**src/rtl/core/mlp_pkg.sv**
```systemverilog
// Shared sizes, types and arithmetic helpers for the ReLU network block.
package mlp_pkg;

	localparam int N_IN = 4;
	localparam int N_HIDDEN = 4;
	localparam int N_OUT = 2;

	localparam int IN_FIELDS = 4;
	localparam int HW_COUNT = N_HIDDEN * N_IN;
	localparam int OW_COUNT = N_OUT * N_HIDDEN;
	localparam int WSTORE_DEPTH = HW_COUNT + OW_COUNT;
	localparam int BSTORE_DEPTH = N_HIDDEN + N_OUT;

	localparam int Q_W = 16;
	localparam int ACT_W = 15;
	localparam int PROD_W = 2 * Q_W;
	localparam int TRUNC = 8;
	localparam int TERM_W = PROD_W - TRUNC;
	localparam int N_FAN = (N_IN > N_HIDDEN) ? N_IN : N_HIDDEN;
	localparam int SUM_W = TERM_W + $clog2(N_FAN + 1);

	localparam int IN_TDATA_W = 88;
	localparam int OUT_TDATA_W = 32;

	typedef logic signed [Q_W-1:0] q88_t;
	typedef logic [ACT_W-1:0] act_t;
	typedef logic signed [TERM_W-1:0] term_t;
	typedef logic signed [SUM_W-1:0] sum_t;

	localparam q88_t ONE_Q88 = 16'sd256;
	localparam sum_t ACT_MAX = SUM_W'(32767);

	typedef enum logic {
		OP_WRITE = 1'b0,
		OP_INFER = 1'b1
	} opcode_t;

	function automatic act_t relu_sat(input sum_t v);
		act_t r;
		if (v[SUM_W-1]) begin
			r = '0;
		end else if (v > ACT_MAX) begin
			r = '1;
		end else begin
			r = v[ACT_W-1:0];
		end
		return r;
	endfunction

	function automatic term_t mul_trunc(input q88_t a, input q88_t b);
		logic signed [PROD_W-1:0] p;
		p = PROD_W'(a * b);
		return p[PROD_W-1:TRUNC];
	endfunction

endpackage

```
**src/rtl/core/mlp_out_lane.sv**
```systemverilog
// One output neuron: registered truncated products, then sum, bias and ReLU.
module mlp_out_lane
	import mlp_pkg::*;
(
	input  logic clk,
	input  logic en,
	input  act_t hid [N_HIDDEN],
	input  q88_t w [N_HIDDEN],
	input  q88_t bias,
	output act_t act
);

	term_t prod_s3 [N_HIDDEN];
	q88_t bias_s3;
	sum_t sum;

	always_ff @(posedge clk) begin
		if (en) begin
			for (int h = 0; h < N_HIDDEN; h++) begin
				prod_s3[h] <= mul_trunc(w[h], q88_t'({1'b0, hid[h]}));
			end
			bias_s3 <= bias;
		end
	end

	always_comb begin
		sum = SUM_W'(bias_s3);
		for (int h = 0; h < N_HIDDEN; h++) begin
			sum = sum + SUM_W'(prod_s3[h]);
		end
	end

	assign act = relu_sat(sum);

endmodule

```
**config.mk**
```make
export PLATFORM = sky130hd
export DESIGN_NAME = mlp_out_lane
export DESIGN_NICKNAME = d
export VERILOG_FILES = /design/src/rtl/core/mlp_pkg.sv /design/src/rtl/core/mlp_out_lane.sv
export SDC_FILE = /design/constraint.sdc
export NUM_CORES = 2
export LEC_CHECK = 0
export BUFFER_PORTS_ARGS = -buffer_cell sky130_fd_sc_hd__buf_2
export CORE_AREA = 2 2 341 343
export CTS_BUF_LIST = sky130_fd_sc_hd__clkbuf_8
export DETAILED_ROUTE_END_ITERATION = 6
export DIE_AREA = 0 0 343 345
export PLACE_DENSITY = 0.56
export SYNTH_ARGS = -nofsm -noshare
export SYNTH_HDL_FRONTEND = slang
export SYNTH_SLANG_ARGS = --single-unit
```
**constraint.sdc**
```tcl
create_clock -name clk -period 7.04 [get_ports clk]
set_input_delay 0.704 -clock clk [delete_from_list [all_inputs] [get_ports clk]]
set_output_delay 0.704 -clock clk [all_outputs]
set_load 0.03 [all_outputs]
```
==> metrics <==
YS warnings 0; placed instance count 6,291; share of the synthesized area in compound gates (AO/OA/AOI/OAI) 4.050%; total length of routed wires 99,660 um; critical path peak fanout 15; number of vias per cell after detailed routing 4.628; Buf/Inv on CP 5; post-synthesis cell type with the largest combined area fa_1; kind of capture point of the worst setup path output port; number of failing setup endpoints in the final timing report 0; routed vias 29.20k; crit path max-delay cell type fa_1; hold violation count in the final report 0; number of clock sinks 112; combinational family with the most area after synthesis adder cells; final worst path period need 6697 ps; CP most frequent cell inv_1; post-CTS clock slew at the launch and capture registers of the worst setup and hold paths 120 ps; max capacitance violation total 0; instance count on the critical path 17; full die area 118,300 sq um; sequential element share of the synthesized area 7.787%; Min Hold Slack 466.4 ps; number of remaining DRC errors 0; starting density of the core 37.52%; fin. max-slew vios 0; Total Nets Final 6,317; Final HPWL DP 87,400 um; RSZ-0062 raised after global routing true; count of H-tree levels built during CTS 3; first-pass GRT wire length 167,800 um; violation count after the first detailed-routing iteration 1,373; maximum buffer depth of the clock tree 2; final weighted congestion of routability-driven global placement 0.8929; Post-DRT Antenna Nets 0; xor/xnor share of the synthesized area 2.697%; transition time at the pin with the least slew margin 899.6 ps; number of unique standard cell types used by synthesis 63; multiplexer share of the synthesized area 0.02317%; I/O pin total 157; clock tree root buffer cell clkbuf_8; routed wirelength normalized by instance count 15.79 um; kind of start point of the critical path register; series of cell instances along the critical path inv_1 > fa_1 > inv_1 > fa_1 > inv_1 > fa_1 > inv_1 > ha_1 > and3_1 > and2_1 > a21boi_1 > o32ai_1 > o211ai_1 > a2111oi_2 > nor3_4 > a31oi_1 > buf_2; die boundary height 345 um; post-route insts no fill 6,310; Worst EP required 6340 ps; count of flip-flops with a built-in enable after synthesis 112; Setup Buffers After CTS 0; Final Cell Area 46,320 sq um; initial antenna violation count 14; result of the run completed; period utilisation layout 95.12%; fraction of final layout cells sized beyond drive strength 1 5.917%; fraction of the mapped netlist area in simple logic gates 12.93%; worst slew margin relative to its limit 40.03%; fraction of synthesis flops using an asynchronous set or reset pin 0%; Post-Synthesis Cells 4,644; width of the chip 343 um; vias in the first global route 32.08k; combined global-route utilization of all metal layers 17.73%; Main synth FF type edfxtp_1; syn_area_per_cell 9.300 sq um; fillcell total 11.66k; total gr overflow 0; most used cells in the layout excluding fill and tap cells 1,450 x inv_1, 1,054 x fa_1, 604 x nand2_1; Seq cells post-synth 112; end-of-flow core utilization 40.24%; post-place instance area 46,110 sq um; site row count 125; number of search-and-repair iterations in the first detailed-routing pass 6; cell class contributing the biggest share of worst-path delay compound AO/OA/AOI/OAI gates; adder-cell share of the synthesized area 58.79%; critical path's largest stage delay 590 ps; Synth Net Count 6,183; Tightest Hold Check Type primary input to register; Layout Area Growth over Synthesis 7.236%; data arrival time at the worst-slack endpoint 5990 ps; worst hold path stage count 1; clock buffer count from CTS 9; number of hold buffers added after cts 0; biggest area contributors in the synthesized netlist fa_1 49%, inv_1 13%, ha_1 9.9%, edfxtp_1 7.8%, and2_1 5.7%; largest net degree at the start of global routing 68; TritonCTS clock tree built; netlist area before placement 43,190 sq um; worst setup path class register to output port; portion of synthesized cell area occupied by the leading cell type 48.85%; Port Buffer Count 156; most common cell after layout, fill and taps aside inv_1; core area 115,100 sq um; achievable frequency 0.1493 GHz
-- path summary, 6_finish.rpt --
kind	startpoint	endpoint	slack [ps]
max	bias_s3[15]$_DFFE_PP_	act[12]	340
min	bias[10]	bias_s3[10]$_DFFE_PP_	470
-- cells by family after synthesis --
logic type,after synthesis
buffers and inverters,1578
adders and majority gates,1397
and+or+nand+nor,1163
AOI/OAI and AO/OA,260
xor gates and xnor gates,133
DFF,112
muxes,1
-- layout make-up --
class                   instances  area, sq um  share of cell area (%)
diodes                          3        7.507                 0.01621
clock buffers                   9        123.9                  0.2674
clock inverters                 7        60.06                  0.1297
inverters                    1450         5443                   11.75
multi-input cells            2954        33920                   73.23
flip-flops and latches        112         3363                   7.261
well taps                    1524         1907                   4.117
repair buffers                251         1496                   3.231
-- synthesized netlist by cell type, drive strengths merged (17+ instances only) --
cell type / n
fa: 1054
o21a: 22
a31oi: 24
edfxtp: 112
nor2: 67
o21ai: 41
clkbuf: 125
inv: 1450
nor3: 17
a21oi: 74
and2: 393
a21o: 25
nand2: 604
ha: 343
xor2: 40
xnor2: 93
nand3: 21
-- flip-flops by register name (all words and copies together) (netlist names) --
| register | count |
|---|---|
| prod_s3 | 96 |
| bias_s3 | 16 |
-- stage by stage --
| stage | setup WS (ps) | setup TNS (ps) |
|---|---|---|
| 2_1_floorplan | 387.6 | 0 |
| 3_3_place_gp | 116.4 | 0 |
| 3_5_place_dp | 87.92 | 0 |
| 4_1_cts | 93.50 | 0 |
| 5_1_grt | -72.04 | -311.0 |
| 6_report | 343.3 | 0 |
-- repair_timing --
action,in CTS,in global routing
gates resized for setup,0,2
setup endpoints to repair,0,15
hold endpoints to repair,0,0
-- layer usage --
layer | track usage [%] | share of wire [%] | vias to the layer above
met5 | 0 | 0.053 | -
met4 | 2.442 | 1.3 | 8
met3 | 2.862 | 5.4 | 89
met2 | 29.66 | 48 | 602
met1 | 24.73 | 45 | 14930
li1 | - | - | 13580
Power is left out: the tool's default activity adds up to more than one toggle a clock period on the data nets, which glitch-free logic cannot reach.
