<file path="src/rtl/core/mlp_pkg.sv">
// Shared sizes, types and arithmetic helpers for the ReLU network block.
package mlp_pkg;

	localparam int N_IN = 4;
	localparam int N_HIDDEN = 4;
	localparam int N_OUT = 2;

	localparam int IN_FIELDS = 4;
	localparam int HW_COUNT = N_HIDDEN * N_IN;
	localparam int OW_COUNT = N_OUT * N_HIDDEN;
	localparam int WSTORE_DEPTH = HW_COUNT + OW_COUNT;
	localparam int BSTORE_DEPTH = N_HIDDEN + N_OUT;

	localparam int Q_W = 16;
	localparam int ACT_W = 15;
	localparam int PROD_W = 2 * Q_W;
	localparam int TRUNC = 8;
	localparam int TERM_W = PROD_W - TRUNC;
	localparam int N_FAN = (N_IN > N_HIDDEN) ? N_IN : N_HIDDEN;
	localparam int SUM_W = TERM_W + $clog2(N_FAN + 1);

	localparam int IN_TDATA_W = 88;
	localparam int OUT_TDATA_W = 32;

	typedef logic signed [Q_W-1:0] q88_t;
	typedef logic [ACT_W-1:0] act_t;
	typedef logic signed [TERM_W-1:0] term_t;
	typedef logic signed [SUM_W-1:0] sum_t;

	localparam q88_t ONE_Q88 = 16'sd256;
	localparam sum_t ACT_MAX = SUM_W'(32767);

	typedef enum logic {
		OP_WRITE = 1'b0,
		OP_INFER = 1'b1
	} opcode_t;

	function automatic act_t relu_sat(input sum_t v);
		act_t r;
		if (v[SUM_W-1]) begin
			r = '0;
		end else if (v > ACT_MAX) begin
			r = '1;
		end else begin
			r = v[ACT_W-1:0];
		end
		return r;
	endfunction

	function automatic term_t mul_trunc(input q88_t a, input q88_t b);
		logic signed [PROD_W-1:0] p;
		p = PROD_W'(a * b);
		return p[PROD_W-1:TRUNC];
	endfunction

endpackage

</file>
<file path="src/rtl/core/mlp_hid_lane.sv">
// One hidden neuron: registered truncated products, then sum, bias and ReLU.
module mlp_hid_lane
	import mlp_pkg::*;
(
	input  logic clk,
	input  logic en,
	input  q88_t x [N_IN],
	input  q88_t w [N_IN],
	input  q88_t bias,
	output act_t act
);

	term_t prod_s1 [N_IN];
	q88_t bias_s1;
	sum_t sum;

	always_ff @(posedge clk) begin
		if (en) begin
			for (int i = 0; i < N_IN; i++) begin
				prod_s1[i] <= mul_trunc(w[i], x[i]);
			end
			bias_s1 <= bias;
		end
	end

	always_comb begin
		sum = SUM_W'(bias_s1);
		for (int i = 0; i < N_IN; i++) begin
			sum = sum + SUM_W'(prod_s1[i]);
		end
	end

	assign act = relu_sat(sum);

endmodule

</file>
<file path="config.mk">
export PLATFORM = sky130hd
export DESIGN_NAME = mlp_hid_lane
export DESIGN_NICKNAME = d
export VERILOG_FILES = /design/src/rtl/core/mlp_pkg.sv /design/src/rtl/core/mlp_hid_lane.sv
export SDC_FILE = /design/constraint.sdc
export NUM_CORES = 2
export LEC_CHECK = 0
export ABC_CLOCK_PERIOD_IN_PS = 15400
export BUFFER_PORTS_ARGS = -buffer_cell sky130_fd_sc_hd__buf_2
export CAP_MARGIN = 20
export CELL_PAD_IN_SITES_DETAIL_PLACEMENT = 0
export CELL_PAD_IN_SITES_GLOBAL_PLACEMENT = 1
export CORE_ASPECT_RATIO = 2
export CORE_MARGIN = 1
export CORE_UTILIZATION = 40
export DETAILED_ROUTE_END_ITERATION = 6
export PLACE_DENSITY = 0.67
export SYNTH_ARGS = -nofsm -noshare
export SYNTH_HDL_FRONTEND = slang
export SYNTH_SLANG_ARGS = --single-unit
export TNS_END_PERCENT = 1
</file>
<file path="constraint.sdc">
create_clock -name clk -period 15.4 [get_ports clk]
set_clock_uncertainty 0.2 [all_clocks]
set_input_delay 1.54 -clock clk [delete_from_list [all_inputs] [get_ports clk]]
set_output_delay 1.54 -clock clk [all_outputs]
set_load 0.01 [all_outputs]
</file>
==> flow_metrics.env <==
export IMPL_grt_antenna_before_repair=2
export IMPL_overall_global_routing_resource_usage=0.224
export IMPL_core_rowCount=173
export IMPL_post_synth_top_area_cell="fa_1"
export IMPL_vias_in_the_first_global_route=35200
export IMPL_endpoint_kind_of_the_worst_setup_timing_path="flop"
export IMPL_die_area_mm2=0.113
export IMPL_vias_per_cell=4.86
export IMPL_crit_path_max_fanout=16
export IMPL_synth_edff_count=112
export IMPL_h_tree_depth=3
export IMPL_floorplan_initialDensity=0.404
export IMPL_wire_per_inst_um=18.9
export IMPL_synth_lib_cells_used_distinct=69
export IMPL_grt_overflow_total=0
export IMPL_cts_clk_slew_worst_paths_ns=0.08
export IMPL_clockRootBuffer="clkbuf_16"
export IMPL_maxSlewHeadroom=0.414
export IMPL_finalNetCount=6436
export IMPL_min_period_over_period=0.532
export IMPL_setup_worst_path_start_class="primary input"
export IMPL_post_cts_setup_buffer_count=0
export IMPL_postRouteWirelength_um=120000
export IMPL_cap_violations=0
export IMPL_post_dp_hpwl_um=103000
export IMPL_cts_repair_resize_count=0
export IMPL_synthesis_nets=6389
export IMPL_synth_warnings=0
export IMPL_run_status="finished clean"
export IMPL_crit_required_ns=15.32
export IMPL_post_synth_most_frequent_cells="1430 x inv_1, 1118 x fa_1, 627 x nand2_1"
export IMPL_fmaxAchievable_mhz=122
export IMPL_post_route_cells_drive_above_1_share=0.0387
export IMPL_hold_slack_ns=1.14
export IMPL_antenna_violating_nets_post_route=0
export IMPL_finalHoldViolations=0
export IMPL_postSynthCellCount=4782
export IMPL_post_synth_arst_share=0
export IMPL_finalSetupViolations=0
export IMPL_die_width_um=239
export IMPL_holdBufCountCts=0
export IMPL_io_pins=161
export IMPL_route_detailed_drc=0
export IMPL_rsz0062_at_grt="false"
export IMPL_coreArea_mm2=0.111
export IMPL_die_height_um=475
export IMPL_ys_seq_elements=112
export IMPL_timing_hold_worst_class="primary input to flop"
export IMPL_initial_drc_count=1056
export IMPL_layout_min_cycle_time_ns=8.20
export IMPL_syn2layout_area_growth_pct=5.60
export IMPL_worstSetupPathType="primary input to flop"
export IMPL_synth_largest_type_area_fraction=0.499
export IMPL_cts_sinks=112
export IMPL_cts_tree="built"
export IMPL_detail_route_first_pass_iterations=5
export IMPL_cts_max_path_buffers=2
export IMPL_syn_area_per_cell_um2=9.37
export IMPL_maximum_number_of_pins_on_one_net_before_global_route_repair=69
export IMPL_route_vias_total=30700
export IMPL_cts_inserted_buffers=9
export IMPL_gp_congestion=0.881
export IMPL_ys_flop_type="edfxtp_1"
export IMPL_slew_viol_final=0
export IMPL_final_setup_tns_ns=0
export IMPL_ys_seq_area_frac=0.0750
export IMPL_grt_pass1_wl_um=192000
export IMPL_post_synth_top_count_cell="inv_1"
export IMPL_buffer_ports_inserted=160
export IMPL_netlist_area_mm2=0.0448
export IMPL_synth_area_leaders="fa_1 50%, inv_1 12%, ha_1 9.6%"
export IMPL_timing_worst_slew_pin_value_ns=0.879
export IMPL_cp_arrival_ns=8.13
-- through the flow --
stage	setup WS (ns)	std cells	util	instance area (um^2)
5_1_grt	6.73	6321	0.426	47300
3_3_place_gp	6.71	6305	0.423	47000
4_1_cts	7.09	6321	0.426	47300
3_5_place_dp	6.70	6305	0.423	47000
2_1_floorplan	7.49	4782	-	44800
6_report	7.20	6322	0.426	47300
-- final timing paths --
kind,from,to,cells past startpoint
worst min-delay path,bias[0],bias_s1[0],1
worst max-delay path,w[11],prod_s1[3][22],22
-- layout make-up --
class	count	area (um^2)
Sequential cell	112	3360
Clock inverter	7	81.3
Timing Repair Buffer	163	826
Antenna cell	1	2.50
Clock buffer	9	225
Inverter	1434	5380
Fill cell	11200	63700
Multi-Input combinational cell	3109	35600
Tap cell	1487	1860
-- sequential cells by signal, summed over array words and instances, names as in the netlist --
signal,count
bias_s1,16
prod_s1,96
-- worst max-delay path: stages --
cell and delay (ns):
buf_2 0.30, nand2_1 0.13, fa_1 0.55, inv_1 0.06, fa_1 0.53, inv_1 0.06, fa_1 0.48, fa_1 0.54
inv_1 0.05, fa_1 0.49, fa_1 0.42, ha_1 0.35, a21o_1 0.20, a21o_1 0.18, a2111oi_0 0.40, buf_4 0.21
o31ai_1 0.09, a2111oi_0 0.55, o31ai_1 0.28, o41ai_2 0.43, o21bai_1 0.13, xor2_1 0.15
-- routing by layer --
layer / track usage / vias to the layer above / part of all wire
met5: 0 / - / 0.00011
met4: 0.0842 / 2 / 0.043
met3: 0.0123 / 182 / 0.019
met2: 0.461 / 509 / 0.60
met1: 0.229 / 16200 / 0.34
li1: - / 13900 / -
-- cell families after synthesis --
kind of cell,Yosys count,share of synthesized area
XOR/XNOR,132,0.0258
multiplexers,4,0.000949
adder cells (fa/ha/maj),1461,0.595
AO/OA/AOI/OAI,280,0.0416
AND/OR/NAND/NOR,1232,0.131
flip-flops,112,0.0750
buffers and inverters,1561,0.131
-- cell usage in the layout, fill, tap and decap left out, types with 3 or more instances in the layout --
cell type | netlist | routed
inv_1 | 1430 | 1430
fa_1 | 1118 | 1118
nand2_1 | 627 | 627
and2_1 | 362 | 362
ha_1 | 343 | 343
buf_2 | 1 | 159
edfxtp_1 | 112 | 112
nor2_1 | 107 | 107
xnor2_1 | 104 | 104
a21oi_1 | 75 | 75
a21o_1 | 42 | 42
o21a_1 | 42 | 42
o21ai_0 | 35 | 35
nand2b_1 | 33 | 33
xor2_1 | 28 | 28
nor3_1 | 23 | 23
nand3_1 | 21 | 21
nand4_1 | 18 | 18
o21bai_1 | 15 | 15
nor2b_1 | 12 | 12
a31oi_1 | 11 | 11
clkbuf_16 | 0 | 9
and3_1 | 8 | 8
o21ai_1 | 8 | 8
a211oi_1 | 6 | 6
or3_1 | 5 | 5
a2111o_1 | 5 | 5
a211o_1 | 4 | 4
a21boi_0 | 4 | 4
a2111oi_0 | 4 | 4
clkinv_1 | 4 | 4
buf_4 | 0 | 4
nor4_1 | 3 | 3
o31ai_1 | 3 | 3
o211ai_1 | 3 | 3
Power is left out: the tool's default activity adds up to more than one toggle a clock period on the data nets, which glitch-free logic cannot reach.
